$ cat config.mk
export PLATFORM = sky130hd
export DESIGN_NAME = tsca_chain
export DESIGN_NICKNAME = d
export VERILOG_FILES = /design/src/design/assert_macros.svh /design/src/design/tsca_pkg.sv /design/src/design/tsca_cell.sv /design/src/design/tsca_chain.sv
export SDC_FILE = /design/constraint.sdc
export NUM_CORES = 1
export LEC_CHECK = 0
export BUFFER_PORTS_ARGS = -buffer_cell sky130_fd_sc_hd__buf_2
export CELL_PAD_IN_SITES_DETAIL_PLACEMENT = 0
export CELL_PAD_IN_SITES_GLOBAL_PLACEMENT = 2
export CORE_UTILIZATION = 30
export CTS_CLUSTER_DIAMETER = 150
export DETAILED_ROUTE_END_ITERATION = 8
export GPL_TIMING_DRIVEN = 0
export PLACE_DENSITY = 0.6
export SYNTH_ARGS = -nofsm -noshare
export SYNTH_HDL_FRONTEND = slang
export SYNTH_SLANG_ARGS = --single-unit
$ cat constraint.sdc
create_clock -name clk_i -period 5.8 [get_ports clk_i]
set_input_delay 0.29 -clock clk_i [delete_from_list [all_inputs] [get_ports clk_i]]
set_output_delay 0.29 -clock clk_i [all_outputs]
set_load 0.02 [all_outputs]
$ cat src/design/assert_macros.svh
// Assertion macros used by two_species_cell_automaton.sv.
`ifndef ASSERT_MACROS_SVH
`define ASSERT_MACROS_SVH

// Checked on every rising edge of clk_i while rst_ni is high.
`define TSCA_ASSERT(name, prop) \
  name: assert property (@(posedge clk_i) disable iff (!rst_ni) (prop)) \
    else $error("assertion failed");

// Checked on every rising edge of clk_i, during reset as well.
`define TSCA_ASSERT_ALWAYS(name, prop) \
  name: assert property (@(posedge clk_i) (prop)) \
    else $error("assertion failed");

`endif

$ cat src/design/tsca_pkg.sv
`timescale 1ns / 1ps
`default_nettype none

package tsca_pkg;

  localparam int GRID_SIDE = 64;
  localparam int CELLS     = GRID_SIDE * GRID_SIDE;
  localparam int ADDR_W    = $clog2(CELLS);
  localparam int CTR       = GRID_SIDE + 1;
  localparam int CHAIN_LEN = 2 * GRID_SIDE + 3;
  localparam int LAST_FEED = CELLS - 1 + CTR;
  localparam int FEED_W    = $clog2(LAST_FEED + 2);
  localparam int XY_W      = $clog2(GRID_SIDE);
  localparam int COUNT_W   = 13;

  localparam logic [1:0] SP_EMPTY = 2'd0;
  localparam logic [1:0] SP_ONE   = 2'd1;
  localparam logic [1:0] SP_TWO   = 2'd2;

  typedef enum logic [1:0] {
    MODE_PLACE  = 2'd0,
    MODE_GEN    = 2'd1,
    MODE_READ   = 2'd2,
    MODE_REPORT = 2'd3
  } mode_e;

  typedef struct packed {
    mode_e      mode;
    logic [5:0] col;
    logic [5:0] row;
    logic [1:0] species;
  } in_item_t;

  typedef struct packed {
    logic [1:0]         cell_value;
    logic [COUNT_W-1:0] empty_count;
    logic [COUNT_W-1:0] first_count;
    logic [COUNT_W-1:0] second_count;
  } out_item_t;

  typedef struct packed {
    logic shift;
    logic at_top;
    logic at_bottom;
    logic at_left;
    logic at_right;
  } win_ctrl_t;

  function automatic logic [1:0] next_cell(logic [1:0] own, logic [3:0] n1,
                                           logic [3:0] n2);
    logic [3:0] big;
    logic [1:0] kind;
    logic [1:0] res;
    big  = (n1 > n2) ? n1 : n2;
    kind = (n1 > n2) ? SP_ONE : SP_TWO;
    res  = own;
    if (n1 == n2) begin
      res = SP_EMPTY;
    end else if (big >= 4'd3 && big <= 4'd6) begin
      res = kind;
    end else if (big == 4'd7 || big == 4'd8) begin
      res = SP_EMPTY;
    end
    return res;
  endfunction

endpackage

`default_nettype wire

$ cat src/design/tsca_cell.sv
`timescale 1ns / 1ps
`default_nettype none

module tsca_cell
  import tsca_pkg::*;
(
  input  wire logic       clk_i,
  input  wire logic       shift_i,
  input  wire logic [1:0] d_i,
  output logic      [1:0] q_o
);

  logic [1:0] val_q;

  always_ff @(posedge clk_i) begin
    if (shift_i) begin
      val_q <= d_i;
    end
  end

  assign q_o = val_q;

endmodule

`default_nettype wire

$ cat src/design/tsca_chain.sv
`timescale 1ns / 1ps
`default_nettype none

module tsca_chain
  import tsca_pkg::*;
(
  input  wire logic       clk_i,
  input  wire win_ctrl_t  ctrl_i,
  input  wire logic [1:0] data_i,
  output logic      [1:0] new_o
);

  logic [1:0] tap [CHAIN_LEN];
  logic [8:0] is1;
  logic [8:0] is2;
  logic [8:0] keep;
  logic [1:0] own;
  logic [3:0] n1;
  logic [3:0] n2;

  for (genvar k = 0; k < CHAIN_LEN; k++) begin : g_cell
    if (k == 0) begin : g_head
      tsca_cell u_cell (
        .clk_i  (clk_i),
        .shift_i(ctrl_i.shift),
        .d_i    (data_i),
        .q_o    (tap[k])
      );
    end else begin : g_body
      tsca_cell u_cell (
        .clk_i  (clk_i),
        .shift_i(ctrl_i.shift),
        .d_i    (tap[k-1]),
        .q_o    (tap[k])
      );
    end
  end

  assign own = tap[CTR];

  for (genvar gy = 0; gy < 3; gy++) begin : g_row
    for (genvar gx = 0; gx < 3; gx++) begin : g_col
      localparam int TAP = CTR - (gy - 1) * GRID_SIDE - (gx - 1);
      localparam int K   = gy * 3 + gx;
      assign keep[K] = !((gy == 0) && ctrl_i.at_top) && !((gy == 2) && ctrl_i.at_bottom) &&
                       !((gx == 0) && ctrl_i.at_left) && !((gx == 2) && ctrl_i.at_right);
      assign is1[K] = keep[K] && (tap[TAP] != own) && (tap[TAP] == SP_ONE);
      assign is2[K] = keep[K] && (tap[TAP] != own) && (tap[TAP] == SP_TWO);
    end
  end

  always_comb begin
    n1 = '0;
    n2 = '0;
    for (int i = 0; i < 9; i++) begin
      n1 = n1 + 4'(is1[i]);
      n2 = n2 + 4'(is2[i]);
    end
  end

  assign new_o = next_cell(own, n1, n2);

endmodule

`default_nettype wire

Word level (Yosys, flattened, before mapping) --
Index checks and enable logic that the tools add are counted.
Word-level totals: register bits 262, input bits 8, output and inout port bits 2, logic and storage cells 214
Operators by class: add/subtract/negate cells 14, order comparisons 3, equality and inequality tests 27, mux-type cells 5, reduce and logical (&&, ||, !) cells 34
Operator list (count):
- adder 4 x 1 -> 4 bit | 12
- logical AND 1 bit | 29
- equality test 2 x 1 -> 1 bit, second input constant | 8
- equality test 2 bit, second input constant | 8
- != test 2 bit | 8
- 2-to-1 mux 2 bit | 4
- adder 1 x 1 -> 2 bit | 2
- equality test 4 x 3 -> 1 bit, second input constant | 1
- equality test 4 bit | 1
- equality test 4 bit, second input constant | 1
- greater-or-equal comparator 4 x 2 -> 1 bit, second input constant | 1
- greater-than comparator 4 bit | 1
- less-or-equal comparator 4 x 3 -> 1 bit, second input constant | 1
- logical NOT 1 bit | 4
- 2-to-1 mux 4 bit | 1
- logical OR 1 bit | 1

Logic depth before layout (Yosys ltp) --
word-level depth 18, gate-level depth with buffers 16, gate-level depth less buffers 16

Modules after synthesis --
From an unflattened synthesis, not the netlist that was laid out.
Unflattened totals: cells, all modules 356, area, all modules 8595.7 µm²
Modules (own cells, without submodules):
- tsca_cell | instances 131, cells each 2, area an instance 60.1 µm², seq. area each 60.1 µm²
- tsca_chain | instances 1, cells each 94, area an instance 728.2 µm², seq. area each 0.0 µm²

Worst setup path after synthesis --
OpenSTA, ideal clock, no wires.
path kind flip-flop to output port, start register g_cell[65].g_body.u_cell.val_q[0], end output port new_o[0], arrival time 3.941 ns, data required time 5.510 ns, setup slack 1.569 ns, cell stages (with the launch flop) 14, path buffers 0, cells stage by stage edfxtp_1 nor2b_1 nor2_1 nand3_1 fa_1 fa_1 inv_1 fa_1 fa_1 xor2_1 or3_1 mux2_2 a32o_1 a32o_1
Between the ends: longest elaborated chain between the ends 17, elaborated cells between the ends (all ways) 59, those cells by class 14 x add/sub; 3 x order compare; 11 x eq/ne; 5 x mux; 26 x reduce/logical
RTL lines:
- start, declared | RTL line tsca_cell.sv:13 | logic [1:0] val_q;
- start signal, assigned | RTL line tsca_cell.sv:17 | val_q <= d_i;
- parallel branches: the longest is 16 deep, another holds adder 4 x 1 -> 4 bit
- 2-to-1 mux 2 bit (*) | RTL line tsca_pkg.sv:57 | if (n1 == n2) begin
- end, declared | RTL line tsca_chain.sv:10 | output logic [1:0] new_o
Every way passes the cells marked *.

Worst setup path in the final report --
start register g_cell[65].g_body.u_cell.val_q[1], end output port new_o[0]
Same word-level chain as after synthesis.

==> results.py <==
metrics = {
    "placed_design": {
        "hpwl_mm": 5.04,
        "port_buffers": 9,
        "routabilityCongestion": 0.747,
    },
    "routing": {
        "vias_per_cell": 4.06,
        "num_vias": 3205,
        "drcViolationCount": 0,
        "ant_nets": 0,
        "wl_mm": 10.5,
        "avgRoutedWirePerCell_um": 13.3,
        "drt_iter0_drc": 220,
        "dr.pass1.iters": 4,
    },
    "floorplan": {
        "die_h_um": 171,
        "initial_utilization_pct": 30.6,
        "io_pins": 10,
        "die-width_um": 171,
        "dieArea_um2": 29200,
        "core_um2": 27900,
        "num_rows": 61,
    },
    "sta": {
        "clock.fmax_ghz": 0.186,
        "slew_headroom_pct": 41.4,
        "rsz0062_at_grt": "false",
        "period_needed_ns": 5.37,
        "skew_ns": 0.0256,
        "fin_crit_sh_pct": 92.6,
        "setup_viol": 0,
        "tns_ns": 0,
        "slew_violations": 0,
        "tightest_slew_ns": 0.879,
        "timing_hold_violations_final": 0,
    },
    "yosys": {
        "ys_ff_latch": 262,
        "syn_area_um2": 8550,
        "seq_area_frac_synth_pct": 92.0,
        "synth_fp_nets": 375,
        "ys_types": 25,
        "yosysWarnings": 0,
        "synth_cells": 349,
        "syn_avg_cell_area_um2": 24.5,
    },
    "grt": {
        "antenna_found_initial": 0,
        "grt_use_total_pct": 7.70,
        "grt_pass1_wl_mm": 17.8,
        "overflow": 0,
        "first_global_vias": 3269,
        "grt_start_max_net_pins": 142,
    },
    "cts": {
        "clockBufferDepth": 3,
        "cts_setup_buffers": 0,
        "cts.sinks": 262,
        "path_clk_slew_ns": 0.06,
        "cts_tree": "built",
        "h-tree-depth": 1,
        "cts_buffers": 28,
        "ctsRootBufferMaster": "clkbuf_16",
        "clk_latency_ns": 0.53,
    },
    "setup_path": {
        "worstSetupEndpoint": "new_o[0]",
        "arrival_ns": 5.08,
        "timing.rr.end": "g_cell[66].g_body.u_cell.q_o[1]",
        "critPathKind": "register to output port",
        "start_kind": "register",
        "cp-end-kind": "output port",
        "crit_fanout": 5,
        "critPathRequiredTime_ns": 5.51,
        "reg2reg_from": "g_cell[65].g_body.u_cell.q_o[1]",
        "ff2ff_path_depth": 0,
        "rrSetupSlack_ns": 5.02,
        "critPathLaunch": "g_cell[65].g_body.u_cell.q_o[1]",
    },
    "hold_path": {
        "hold_path_class": "input pin to register",
    },
    "finish": {
        "layout-drive-gt1-share_pct": 12.9,
        "fin_nets": 417,
        "final_cell_mix": "262 x edfxtp_1, 28 x clkbuf_16, 13 x inv_1, 12 x nor2_1, 10 x ha_1",
        "syn_to_final_growth_pct": 17.3,
        "fillers": 2611,
        "final_common_cell": "edfxtp_1",
        "antenna_cells": 0,
    },
    "outcome": {
        "status": "complete, no violations",
    },
    "power_and_ir_drop": {
        "total_leakage_power_nw": 3.41,
        "peakVddDrop_v": 0.000258,
        "fin_total_pwr_mw": 4.05,
        "power_density_nw_per_um2": 404,
    },
    "flow_run": {
        "drv_cap": 0,
    },
}
-- cell usage after synthesis (all sizes together) --
cell type | n | area [um2]
o21ai | 2 | 10.0
nor2 | 12 | 45.0
nand3 | 6 | 30.0
inv | 13 | 48.8
a21oi | 5 | 25.0
and3 | 3 | 18.8
nand2b | 1 | 6.26
nor3 | 1 | 5.00
o21a | 1 | 7.51
nor4b | 6 | 52.6
fa | 8 | 160
nor4bb | 1 | 10.0
nand4 | 1 | 6.26
nand2 | 2 | 7.51
xnor2 | 1 | 8.76
mux2i | 1 | 10.0
ha | 10 | 125
edfxtp | 262 | 7870
a32o | 3 | 30.0
nand3b | 2 | 15.0
mux2 | 1 | 11.3
nor2b | 3 | 18.8
or3 | 1 | 6.26
xor2 | 2 | 17.5
a21o | 1 | 7.51
-- kinds of logic after synthesis --
group | after synthesis | share of synthesized area (%)
flops | 262 | 92.0
simple gates | 39 | 2.59
fa+ha+maj | 18 | 3.34
buf+inv | 13 | 0.571
compound gates | 12 | 0.937
xor+xnor | 3 | 0.307
mux | 2 | 0.249
-- how the worst min path moves through the flow --
stage	slack, ns	startpoint	depth (start not counted)	end
floorplan	0.39	data_i[0]	0	g_cell[0].g_head.u_cell.q_o[0]
global placement	0.41	g_cell[106].g_body.u_cell.q_o[0]	0	g_cell[107].g_body.u_cell.q_o[0]
detailed placement	0.41	g_cell[38].g_body.u_cell.q_o[0]	0	g_cell[39].g_body.u_cell.q_o[0]
CTS	0.35	ctrl_i[4]	1	g_cell[28].g_body.u_cell.q_o[0]
global route	0.38	ctrl_i[4]	1	g_cell[27].g_body.u_cell.q_o[0]
finish	0.33	ctrl_i[4]	1	g_cell[28].g_body.u_cell.q_o[0]
-- layer usage --
layer	vias up	global-route usage [%]	part of all wire, %
li1	1469	-	-
met3	31	1.83	4.7
met2	55	10.5	41
met4	0	3.18	3.0
met1	1650	11.7	51
met5	-	0	0
-- metrics by stage --
| step | std cells | hold slack [ns] | util [%] | worst slack [ns] | instance area, um2 |
|---|---|---|---|---|---|
| CTS | 789 | 0.347 | 35.9 | 0.406 | 10000 |
| finish | 789 | 0.327 | 35.9 | 0.430 | 10000 |
| global placement | 736 | 0.407 | 32.5 | 1.09 | 9070 |
| global route | 789 | 0.379 | 35.9 | 0.191 | 10000 |
| detailed placement | 737 | 0.405 | 32.6 | 0.977 | 9110 |
| floorplan | 349 | 0.389 | - | 1.57 | 8550 |
-- cell type report --
class                      instances  area, um2  share of cell area (%)
clock buffer                      30        708                    7.06
sequential                       262       7870                    78.5
inverter                          13       48.8                   0.487
multi-input combinational         74        634                    6.33
clock inverter                    20        193                    1.92
timing repair buffer              12        103                    1.02
tap                              378        473                    4.72
-- critical path: stages, from the launching register on --
cell	delay [ns]
edfxtp_1	0.48
nor2b_1	0.36
nor2_1	0.13
nand3b_1	0.14
fa_1	0.46
fa_1	0.56
inv_1	0.06
fa_1	0.41
fa_1	0.44
xor2_1	0.30
ha_1	0.32
nand2_1	0.10
o21ai_0	0.13
a32o_1	0.29
a32o_1	0.21
buf_2	0.16
-- repair_timing --
action,CTS,global route
endpoints found under the hold margin,2,0
hold buffers,2,0
gates resized for setup,0,0
-- power breakdown --
group / switching [mW] / total [mW] / internal [mW]
Clock: 0.682 / 1.70 / 1.02
Combinational: 0.0760 / 0.115 / 0.0389
Sequential: 0.0331 / 2.24 / 2.21
-- registers in the layout, summed over array words and instances, names as in the netlist --
name	cells
g_cell.g_head.u_cell.q_o	2
g_cell.g_body.u_cell.q_o	260
Note: power is estimated with default switching activity, not from simulation.
